### src/rbo_pkg.sv
`timescale 1ns / 1ps
// Shared types and constants for the Rosenbrock objective block.
// No dependencies; every other file in src imports this package.
package rbo_pkg;

  localparam int SAMPLE_WIDTH  = 16;
  localparam int FRACTION_BITS = 12;
  localparam int SUM_WIDTH     = 56;

  // The sum carries twice the fraction bits of a sample.
  localparam int RES_FRAC = 2 * FRACTION_BITS;

  // |1 - p| needs one bit more than a sample; |c - p^2| stays below 2^(2*SW-1).
  localparam int AMAG_W  = SAMPLE_WIDTH + 1;
  localparam int DMAG_W  = 2 * SAMPLE_WIDTH - 1;
  localparam int MUL_W   = (AMAG_W > DMAG_W) ? AMAG_W : DMAG_W;
  localparam int PROD_W  = 2 * MUL_W;
  localparam int AA_W    = 2 * AMAG_W;
  // 100 * d^2 grows by seven bits over d^2.
  localparam int SCALE_W = 2 * DMAG_W + 7;

  localparam logic [SUM_WIDTH-1:0] SUM_MAX    = '1;
  localparam logic [SCALE_W-1:0]   ROUND_HALF = SCALE_W'(1) << (RES_FRAC - 1);
  localparam logic [SAMPLE_WIDTH+1:0] ONE_FIX = (SAMPLE_WIDTH + 2)'(1) << FRACTION_BITS;

  localparam int QUEUE_DEPTH = 2;
  localparam int QPTR_W      = $clog2(QUEUE_DEPTH);

  typedef struct packed {
    logic signed [SAMPLE_WIDTH-1:0] sample;
    logic                           is_last;
  } in_item_t;

  typedef struct packed {
    logic [SUM_WIDTH-1:0] objective;
    logic                 saturated;
  } out_item_t;

  // Work handed from the front to the back.
  typedef struct packed {
    logic                    pair;    // a predecessor exists: add one term
    logic                    last;    // emit the sum once this op is done
    logic [AMAG_W-1:0]       amag;    // |1 - p|
    logic [SAMPLE_WIDTH-1:0] pm;      // |p|
    logic [SAMPLE_WIDTH-1:0] sample;  // current element c
  } op_t;

endpackage

### src/rosenbrock_objective.sv
`timescale 1ns / 1ps
// Top level of the Rosenbrock objective block: front end, op queue, back end.
// Uses rbo_pkg, rbo_front, rbo_queue and rbo_back.
//
//   channel  direction  handshake          payload
//   in_      input      in_valid/in_stall  in_item_t  (sample, is_last)
//   out_     output     out_valid/out_stall out_item_t (objective, saturated)
//
// In the back end an element with a predecessor passes through DMAG, DSQ, SCALE
// and ACC: three squares share one multiplier, then the scaled term is formed,
// and its accumulation overlaps the first square of the next element.
// The first element of a vector stays in the front end, unless it is also the last.
// Reset (synchronous, active low) clears the predecessor, the sum and the queue.
// A stalled output holds its transaction; the queue lets input continue until full.
module rosenbrock_objective
  import rbo_pkg::*;
(
  input  logic      clk,
  input  logic      rst_n,
  input  logic      in_valid,
  output logic      in_stall,
  input  in_item_t  in_data,
  output logic      out_valid,
  input  logic      out_stall,
  output out_item_t out_data
);

  logic push;
  op_t  push_op;
  logic pop;
  logic q_full;
  logic q_empty;
  op_t  q_head;

  rbo_front u_front (
    .clk      (clk),
    .rst_n    (rst_n),
    .in_valid (in_valid),
    .in_stall (in_stall),
    .in_data  (in_data),
    .q_full   (q_full),
    .push     (push),
    .push_op  (push_op)
  );

  rbo_queue u_queue (
    .clk     (clk),
    .rst_n   (rst_n),
    .push    (push),
    .push_op (push_op),
    .pop     (pop),
    .full    (q_full),
    .empty   (q_empty),
    .head    (q_head)
  );

  rbo_back u_back (
    .clk       (clk),
    .rst_n     (rst_n),
    .q_empty   (q_empty),
    .q_head    (q_head),
    .pop       (pop),
    .out_valid (out_valid),
    .out_stall (out_stall),
    .out_data  (out_data)
  );

endmodule

### src/rbo_front.sv
`timescale 1ns / 1ps
// Front end: accepts elements, tracks the predecessor and classifies each one.
// Uses rbo_pkg; feeds rbo_queue.
module rbo_front
  import rbo_pkg::*;
(
  input  logic     clk,
  input  logic     rst_n,
  input  logic     in_valid,
  output logic     in_stall,
  input  in_item_t in_data,
  input  logic     q_full,
  output logic     push,
  output op_t      push_op
);

  logic [SAMPLE_WIDTH-1:0]   prev_r, prev_nxt;
  logic                      have_r, have_nxt;
  logic                      accept;
  logic signed [SAMPLE_WIDTH+1:0] one_m_p;
  logic signed [SAMPLE_WIDTH+1:0] one_m_p_neg;
  logic signed [SAMPLE_WIDTH:0]   p_ext;
  logic signed [SAMPLE_WIDTH:0]   p_neg;

  always_comb begin
    in_stall = q_full;
    accept   = in_valid & ~q_full;

    one_m_p     = $signed(ONE_FIX) - $signed({{2{prev_r[SAMPLE_WIDTH-1]}}, prev_r});
    one_m_p_neg = -one_m_p;
    p_ext       = $signed({prev_r[SAMPLE_WIDTH-1], prev_r});
    p_neg       = -p_ext;

    push_op.pair   = have_r;
    push_op.last   = in_data.is_last;
    push_op.amag   = one_m_p[SAMPLE_WIDTH+1] ? one_m_p_neg[AMAG_W-1:0]
                                             : one_m_p[AMAG_W-1:0];
    push_op.pm     = prev_r[SAMPLE_WIDTH-1] ? p_neg[SAMPLE_WIDTH-1:0]
                                            : p_ext[SAMPLE_WIDTH-1:0];
    push_op.sample = in_data.sample;

    // The first element of a vector only becomes the predecessor, unless it
    // is also the last one, in which case the back end must still emit.
    push = accept & (have_r | in_data.is_last);

    prev_nxt = prev_r;
    have_nxt = have_r;
    if (accept) begin
      if (in_data.is_last) begin
        prev_nxt = '0;
        have_nxt = 1'b0;
      end else begin
        prev_nxt = in_data.sample;
        have_nxt = 1'b1;
      end
    end
  end

  always_ff @(posedge clk) begin
    if (!rst_n) begin
      prev_r <= '0;
      have_r <= 1'b0;
    end else begin
      prev_r <= prev_nxt;
      have_r <= have_nxt;
    end
  end

endmodule

### src/rbo_queue.sv
`timescale 1ns / 1ps
// Short first-in first-out queue of ops between the front and back ends.
// Uses rbo_pkg; the depth is a power of two so the pointers wrap freely.
module rbo_queue
  import rbo_pkg::*;
(
  input  logic clk,
  input  logic rst_n,
  input  logic push,
  input  op_t  push_op,
  input  logic pop,
  output logic full,
  output logic empty,
  output op_t  head
);

  op_t               mem_r [QUEUE_DEPTH];
  logic [QPTR_W-1:0] wr_ptr_r, wr_ptr_nxt;
  logic [QPTR_W-1:0] rd_ptr_r, rd_ptr_nxt;
  logic [QPTR_W:0]   count_r, count_nxt;

  always_comb begin
    full  = (count_r == (QPTR_W + 1)'(QUEUE_DEPTH));
    empty = (count_r == '0);
    head  = mem_r[rd_ptr_r];

    wr_ptr_nxt = push ? wr_ptr_r + 1'b1 : wr_ptr_r;
    rd_ptr_nxt = pop  ? rd_ptr_r + 1'b1 : rd_ptr_r;
    count_nxt  = count_r;
    if (push && !pop) begin
      count_nxt = count_r + 1'b1;
    end else if (pop && !push) begin
      count_nxt = count_r - 1'b1;
    end
  end

  always_ff @(posedge clk) begin
    if (push) begin
      mem_r[wr_ptr_r] <= push_op;
    end
  end

  always_ff @(posedge clk) begin
    if (!rst_n) begin
      wr_ptr_r <= '0;
      rd_ptr_r <= '0;
      count_r  <= '0;
    end else begin
      wr_ptr_r <= wr_ptr_nxt;
      rd_ptr_r <= rd_ptr_nxt;
      count_r  <= count_nxt;
    end
  end

endmodule

### src/rbo_back.sv
`timescale 1ns / 1ps
// Back end: one shared squaring multiplier, scaling, saturating accumulation
// and the output register. Uses rbo_pkg; fed by rbo_queue.
module rbo_back
  import rbo_pkg::*;
(
  input  logic      clk,
  input  logic      rst_n,
  input  logic      q_empty,
  input  op_t       q_head,
  output logic      pop,
  output logic      out_valid,
  input  logic      out_stall,
  output out_item_t out_data
);

  localparam logic [2:0] ST_IDLE  = 3'd0;
  localparam logic [2:0] ST_DMAG  = 3'd1;
  localparam logic [2:0] ST_DSQ   = 3'd2;
  localparam logic [2:0] ST_SCALE = 3'd3;
  localparam logic [2:0] ST_ACC   = 3'd4;

  logic [2:0]           state_r, state_nxt;
  op_t                  op_r, op_nxt;
  logic [PROD_W-1:0]    mul_r, mul_nxt;
  logic [DMAG_W-1:0]    dmag_r, dmag_nxt;
  logic [SUM_WIDTH-1:0] term_r, term_nxt;
  logic                 term_sat_r, term_sat_nxt;
  logic [SUM_WIDTH-1:0] sum_r, sum_nxt;
  logic                 ovf_r, ovf_nxt;
  logic                 out_valid_r, out_valid_nxt;
  out_item_t            out_data_r, out_data_nxt;

  logic [MUL_W-1:0]     mul_in;
  logic [PROD_W-1:0]    prod;
  logic                 slot_free;
  logic                 load_next;
  logic signed [DMAG_W:0] cs;
  logic signed [DMAG_W:0] diff;
  logic signed [DMAG_W:0] diff_neg;
  logic [SCALE_W-1:0]   sq_ext;
  logic [SCALE_W-1:0]   scaled;
  logic [SCALE_W-1:0]   term_wide;
  logic [SUM_WIDTH:0]   aa_sum;
  logic [SUM_WIDTH:0]   t_sum;
  logic [SUM_WIDTH-1:0] final_sum;
  logic                 final_ovf;

  assign prod = PROD_W'(mul_in) * PROD_W'(mul_in);

  always_comb begin
    slot_free = ~out_valid_r | ~out_stall;
    load_next = ~q_empty & q_head.pair;

    // c shifted to 2F fraction bits, minus p^2 from the first square.
    cs       = $signed({{(DMAG_W + 1 - SAMPLE_WIDTH){op_r.sample[SAMPLE_WIDTH-1]}},
                        op_r.sample}) <<< FRACTION_BITS;
    diff     = cs - $signed({1'b0, mul_r[DMAG_W-1:0]});
    diff_neg = -diff;

    // 100 = 64 + 32 + 4, with half an output step added for rounding.
    sq_ext    = SCALE_W'(mul_r);
    scaled    = (sq_ext << 6) + (sq_ext << 5) + (sq_ext << 2) + ROUND_HALF;
    term_wide = scaled >> RES_FRAC;

    aa_sum = {1'b0, sum_r} + (SUM_WIDTH + 1)'(mul_r[AA_W-1:0]);
    t_sum  = {1'b0, sum_r} + {1'b0, term_r};
    if (term_sat_r || t_sum[SUM_WIDTH]) begin
      final_sum = SUM_MAX;
      final_ovf = 1'b1;
    end else begin
      final_sum = t_sum[SUM_WIDTH-1:0];
      final_ovf = ovf_r;
    end

    state_nxt     = state_r;
    op_nxt        = op_r;
    mul_nxt       = mul_r;
    dmag_nxt      = dmag_r;
    term_nxt      = term_r;
    term_sat_nxt  = term_sat_r;
    sum_nxt       = sum_r;
    ovf_nxt       = ovf_r;
    out_valid_nxt = out_valid_r & out_stall;
    out_data_nxt  = out_data_r;
    pop           = 1'b0;
    mul_in        = '0;

    case (state_r)
      ST_IDLE: begin
        if (load_next) begin
          mul_in    = MUL_W'(q_head.pm);
          mul_nxt   = prod;
          op_nxt    = q_head;
          pop       = 1'b1;
          state_nxt = ST_DMAG;
        end else if (!q_empty && slot_free) begin
          // Last element with no predecessor: emit the sum as it stands.
          out_valid_nxt          = 1'b1;
          out_data_nxt.objective = sum_r;
          out_data_nxt.saturated = ovf_r;
          sum_nxt                = '0;
          ovf_nxt                = 1'b0;
          pop                    = 1'b1;
        end
      end
      ST_DMAG: begin
        dmag_nxt  = diff[DMAG_W] ? diff_neg[DMAG_W-1:0] : diff[DMAG_W-1:0];
        mul_in    = MUL_W'(op_r.amag);
        mul_nxt   = prod;
        state_nxt = ST_DSQ;
      end
      ST_DSQ: begin
        mul_in  = MUL_W'(dmag_r);
        mul_nxt = prod;
        if (aa_sum[SUM_WIDTH]) begin
          sum_nxt = SUM_MAX;
          ovf_nxt = 1'b1;
        end else begin
          sum_nxt = aa_sum[SUM_WIDTH-1:0];
        end
        state_nxt = ST_SCALE;
      end
      ST_SCALE: begin
        term_sat_nxt = term_wide > {{(SCALE_W - SUM_WIDTH){1'b0}}, SUM_MAX};
        term_nxt     = term_wide[SUM_WIDTH-1:0];
        state_nxt    = ST_ACC;
      end
      ST_ACC: begin
        if (!op_r.last || slot_free) begin
          if (op_r.last) begin
            out_valid_nxt          = 1'b1;
            out_data_nxt.objective = final_sum;
            out_data_nxt.saturated = final_ovf;
            sum_nxt                = '0;
            ovf_nxt                = 1'b0;
          end else begin
            sum_nxt = final_sum;
            ovf_nxt = final_ovf;
          end
          // The multiplier is free here, so the next op starts at once.
          if (load_next) begin
            mul_in    = MUL_W'(q_head.pm);
            mul_nxt   = prod;
            op_nxt    = q_head;
            pop       = 1'b1;
            state_nxt = ST_DMAG;
          end else begin
            state_nxt = ST_IDLE;
          end
        end
      end
      default: begin
        state_nxt = ST_IDLE;
      end
    endcase
  end

  always_ff @(posedge clk) begin
    op_r       <= op_nxt;
    mul_r      <= mul_nxt;
    dmag_r     <= dmag_nxt;
    term_r     <= term_nxt;
    term_sat_r <= term_sat_nxt;
    out_data_r <= out_data_nxt;
  end

  always_ff @(posedge clk) begin
    if (!rst_n) begin
      state_r     <= ST_IDLE;
      sum_r       <= '0;
      ovf_r       <= 1'b0;
      out_valid_r <= 1'b0;
    end else begin
      state_r     <= state_nxt;
      sum_r       <= sum_nxt;
      ovf_r       <= ovf_nxt;
      out_valid_r <= out_valid_nxt;
    end
  end

  assign out_valid = out_valid_r;
  assign out_data  = out_data_r;

endmodule

### config.mk
export PLATFORM = sky130hd
export DESIGN_NAME = rosenbrock_objective
export DESIGN_NICKNAME = d
export VERILOG_FILES = /design/src/rbo_pkg.sv /design/src/rosenbrock_objective.sv /design/src/rbo_front.sv /design/src/rbo_queue.sv /design/src/rbo_back.sv
export SDC_FILE = /design/constraint.sdc
export NUM_CORES = 2
export LEC_CHECK = 0
export ABC_AREA = 1
export BUFFER_PORTS_ARGS = -buffer_cell sky130_fd_sc_hd__buf_2
export CAP_MARGIN = 15
export CORE_MARGIN = 3
export CORE_UTILIZATION = 35
export CTS_CLUSTER_DIAMETER = 120
export DETAILED_ROUTE_END_ITERATION = 16
export GPL_TIMING_DRIVEN = 0
export HOLD_SLACK_MARGIN = 0.03
export PLACE_DENSITY = 0.61
export SLEW_MARGIN = 20
export SYNTH_ARGS = -nofsm -noshare
export SYNTH_HDL_FRONTEND = slang
export SYNTH_SLANG_ARGS = --single-unit
### constraint.sdc
create_clock -name clk -period 7.6 [get_ports clk]
set_input_delay 1.14 -clock clk [delete_from_list [all_inputs] [get_ports clk]]
set_output_delay 1.14 -clock clk [all_outputs]
set_load 0.01 [all_outputs]
==> qor.tcl <==
set qor(area_delta_synth_final_pct) 15.8
set qor(grt_setup_unrepaired) {yes}
set qor(max_clock_freq_ghz) 0.117
set qor(number_of_enable_type_register_cells_in_the_synthesized_netlist) 328
set qor(ant_nets) 0
set qor(fillCellCount) 17200
set qor(worst_hold_path.num_cells) 1
set qor(synth_simple_gate_area_share_pct) 21.2
set qor(die_area_um2) 176000
set qor(die-width_um) 419
set qor(timing_hold_violations_final) 0
set qor(floorplan.core_area_um2) 170000
set qor(synth_async_sr_flop_share_pct) 0
set qor(first_pass_iters) 5
set qor(worstMarginPinSlew_ps) 975
set qor(antenna_found_initial) 6
set qor(worst_hold_margin_ps) 454
set qor(finalSetupViolations) 42
set qor(seq_area_frac_synth_pct) 19.2
set qor(clockBufferDepth) 3
set qor(grt_max_degree) 41
set qor(synth_top_cell_by_area) {fa_1}
set qor(failed_checks) {negative setup slack}
set qor(row_count) 151
set qor(cts.htree.levels) 2
set qor(post-route-drc-count) 0
set qor(yosys.area_share.xor_xnor_pct) 2.84
set qor(first_pass_grt_wire_length_um) 322000
set qor(mean_cell_area_of_the_mapped_netlist_um2) 7.84
set qor(timing.critical_path.mode_cell) {inv_2}
set qor(synth-compound-area-share_pct) 7.34
set qor(post-route-period-util_pct) 112
set qor(slew_headroom_pct) 35.0
set qor(signal_arrival_time_at_the_worst_endpoint_ps) 8850
set qor(die_y_um) 419
set qor(commonest_non_fill_non_tap_cell_in_the_layout) {nand2_1}
set qor(worst_slack_ps) -915
set qor(min-delay-path-class) {reg -> reg}
set qor(period_minus_slack_ps) 8510
set qor(worstPathRequired_ps) 7940
set qor(cts-root-buf) {clkbuf_16}
set qor(tritoncts) {done}
set qor(worst_setup_hold_path_clk_slew_ps) 70
set qor(number_of_unique_standard_cell_types_used_by_synthesis) 61
set qor(slack_of_the_worst_reg_to_reg_path_ps) -910
set qor(detailedRoute.firstIterationViolations) 4296
set qor(cts-hold-fix-buffers) 0
set qor(yosys-top-cells-area) {fa_1 27%, edfxtp_1 16%, nand2_1 11%}
set qor(critical_path.slowest_cell) {fa_2}
set qor(status) {complete, but fails checks}
set qor(floorplan.initialDensity_pct) 35.3
set qor(clk_latency_ps) 660
set qor(place.gp.congestion) 0.996
set qor(clock-sinks) 411
set qor(synth_mux_area_share_pct) 0.0167
set qor(number_of_storage_elements_in_the_synthesis_netlist) 411
set qor(top_level_ports) 80
set qor(grt.overflow.total) 0
set qor(critPathLaunchType) {register}
set qor(synthCells) 7631
set qor(placement.setup.worst_slack_ps) -2460
set qor(avgViaCountPerCell) 5.10
set qor(setup_tns_ps) -25850
set qor(share_of_cells_above_drive_strength_1_pct) 12.5
set qor(cap_viol_max_count) 0
set qor(synth_top_family_by_area) {adder cells}
set qor(cp_max_fo) 10
set qor(num-nets-final) 9263
set qor(post-synth-top-area-fraction_pct) 27.1
set qor(cts_made_buffers) 48
set qor(commonest_non_fill_non_tap_cells_in_the_layout) {1,635 x nand2_1, 1,622 x inv_1, 759 x fa_1, 662 x nor2_1, 460 x ha_1}
set qor(detailroute.via_count) 52100
set qor(yosys.area_share.adder_pct) 37.4
set qor(maxSlewViolCount) 0
set qor(synth_warnings) 0
set qor(sort_of_element_at_the_end_of_the_critical_path) {register}
set qor(grt.total_usage_pct) 24.3
set qor(max_stage_delay_ps) 620
set qor(first_global_vias) 52400
set qor(drt_wl_total_um) 217000
set qor(syn_area_um2) 59800
set qor(clock-skew-final_ps) 72.0
set qor(timing_worst_setup_path_type) {reg -> reg}
set qor(place.detailed.hpwl_um) 179000
set qor(buffer_ports.inserted) 78
set qor(route.detailed.wl_per_inst_um) 21.2
set qor(most_frequently_used_flop_master_after_synthesis) {edfxtp_1}
set qor(reg2regPathDepth) 31
cells in the mapped netlist (5+ instances only):
| master | number |
|---|---|
| a21boi_0 | 5 |
| nand2_2 | 11 |
| nor3_1 | 54 |
| xnor2_1 | 43 |
| and3_1 | 6 |
| o211ai_1 | 28 |
| or2_2 | 36 |
| dfxtp_1 | 83 |
| nand2_1 | 1720 |
| inv_1 | 1685 |
| fa_1 | 809 |
| a211oi_1 | 7 |
| nand3b_1 | 6 |
| a21o_1 | 25 |
| o21bai_1 | 37 |
| clkinv_1 | 6 |
| a21oi_1 | 318 |
| nor2_1 | 751 |
| xor2_1 | 151 |
| nor2_4 | 9 |
| nand3_1 | 375 |
| clkbuf_1 | 55 |
| buf_4 | 9 |
| ha_1 | 492 |
| buf_6 | 10 |
| buf_1 | 8 |
| nand3_2 | 6 |
| nor3_2 | 6 |
| a31oi_1 | 27 |
| nor4_1 | 17 |
| o21ai_1 | 7 |
| a22o_1 | 16 |
| o211ai_2 | 6 |
| o21ai_0 | 263 |
| inv_2 | 37 |
| nor2_2 | 11 |
| buf_2 | 54 |
| o21a_1 | 16 |
| nand4_1 | 66 |
| edfxtp_1 | 328 |
layout make-up:
type | count | area, um2 | area share (%)
multi-input cells | 5355 | 43300 | 62.5
flip-flops and latches | 411 | 11500 | 16.6
inverters | 1730 | 6620 | 9.56
well taps | 2218 | 2780 | 4.01
repair buffers | 263 | 2290 | 3.30
clock buffers | 59 | 1270 | 1.84
plain buffers | 132 | 1040 | 1.50
clock inverters | 30 | 415 | 0.600
diodes | 3 | 7.51 | 0.0108
kinds of logic after synthesis:
| kind of cell | after synthesis |
|---|---|
| xor gates and xnor gates | 194 |
| adders and majority gates | 1301 |
| muxes | 1 |
| DFF | 411 |
| AOI/OAI and AO/OA | 777 |
| and+or+nand+nor | 3079 |
| buffers and inverters | 1867 |
| other | 1 |
registers in the layout, indices dropped and copies added, names as in the netlist, named ones only:
signal,flops
u_back.cs,16
u_back.dmag_r,30
u_back.mul_r,61
u_back.op_r,18
u_back.out_data,57
u_back.out_valid,1
u_back.ovf_r,1
u_back.state_r,3
u_back.sum_r,56
u_back.term_r,45
u_front.have_r,1
u_front.prev_r,16
u_queue.count_r,2
u_queue.mem_r,100
u_queue.rd_ptr_r,1
u_queue.wr_ptr_r,1
worst max-delay path, delay by kind of cell (launching register included):
family                   cells  cell delay, ps
flip-flops                   1             380
AO/OA/AOI/OAI                1             170
buffers and inverters        9            1140
adder cells (fa/ha/maj)      9            4570
AND/OR/NAND/NOR             12            1840
metal layers:
layer / GRT usage (%) / vias to the layer above / part of all wire, %
met3: 2.92 / 399 / 6.4
met1: 32.2 / 25500 / 42
met4: 11.3 / 2 / 5.3
met5: 0 / - / 0.0060
li1: - / 24200 / -
met2: 39.8 / 1935 / 46
through the flow:
stage               instance area, um2  std cells  utilization [%]
finish                           69300      10200             40.8
global route                     69300      10200             40.8
CTS                              67000      10100             39.5
detailed placement               63800       9942             37.6
global placement                 63500       9928             37.4
floorplan                        60400       7632                -
timing repair:
| action | in CTS | in global routing |
|---|---|---|
| gates resized for setup | 286 | 375 |
| pin swaps | 70 | 184 |
| buffers inserted | 57 | 111 |
| setup endpoints to repair | 50 | 47 |
| gates cloned | 2 | 4 |
worst paths after layout:
check,to,start
worst max register to register,u_back.mul_r[55],u_back.state_r[2]
worst min-delay path,register,u_queue.rd_ptr_r
worst min register to register,register,u_queue.rd_ptr_r
worst max-delay path,u_back.mul_r[55],u_back.state_r[2]
Power is not shown: default switching activity piles up to over one toggle a cycle in this logic, so the estimate is an artifact.
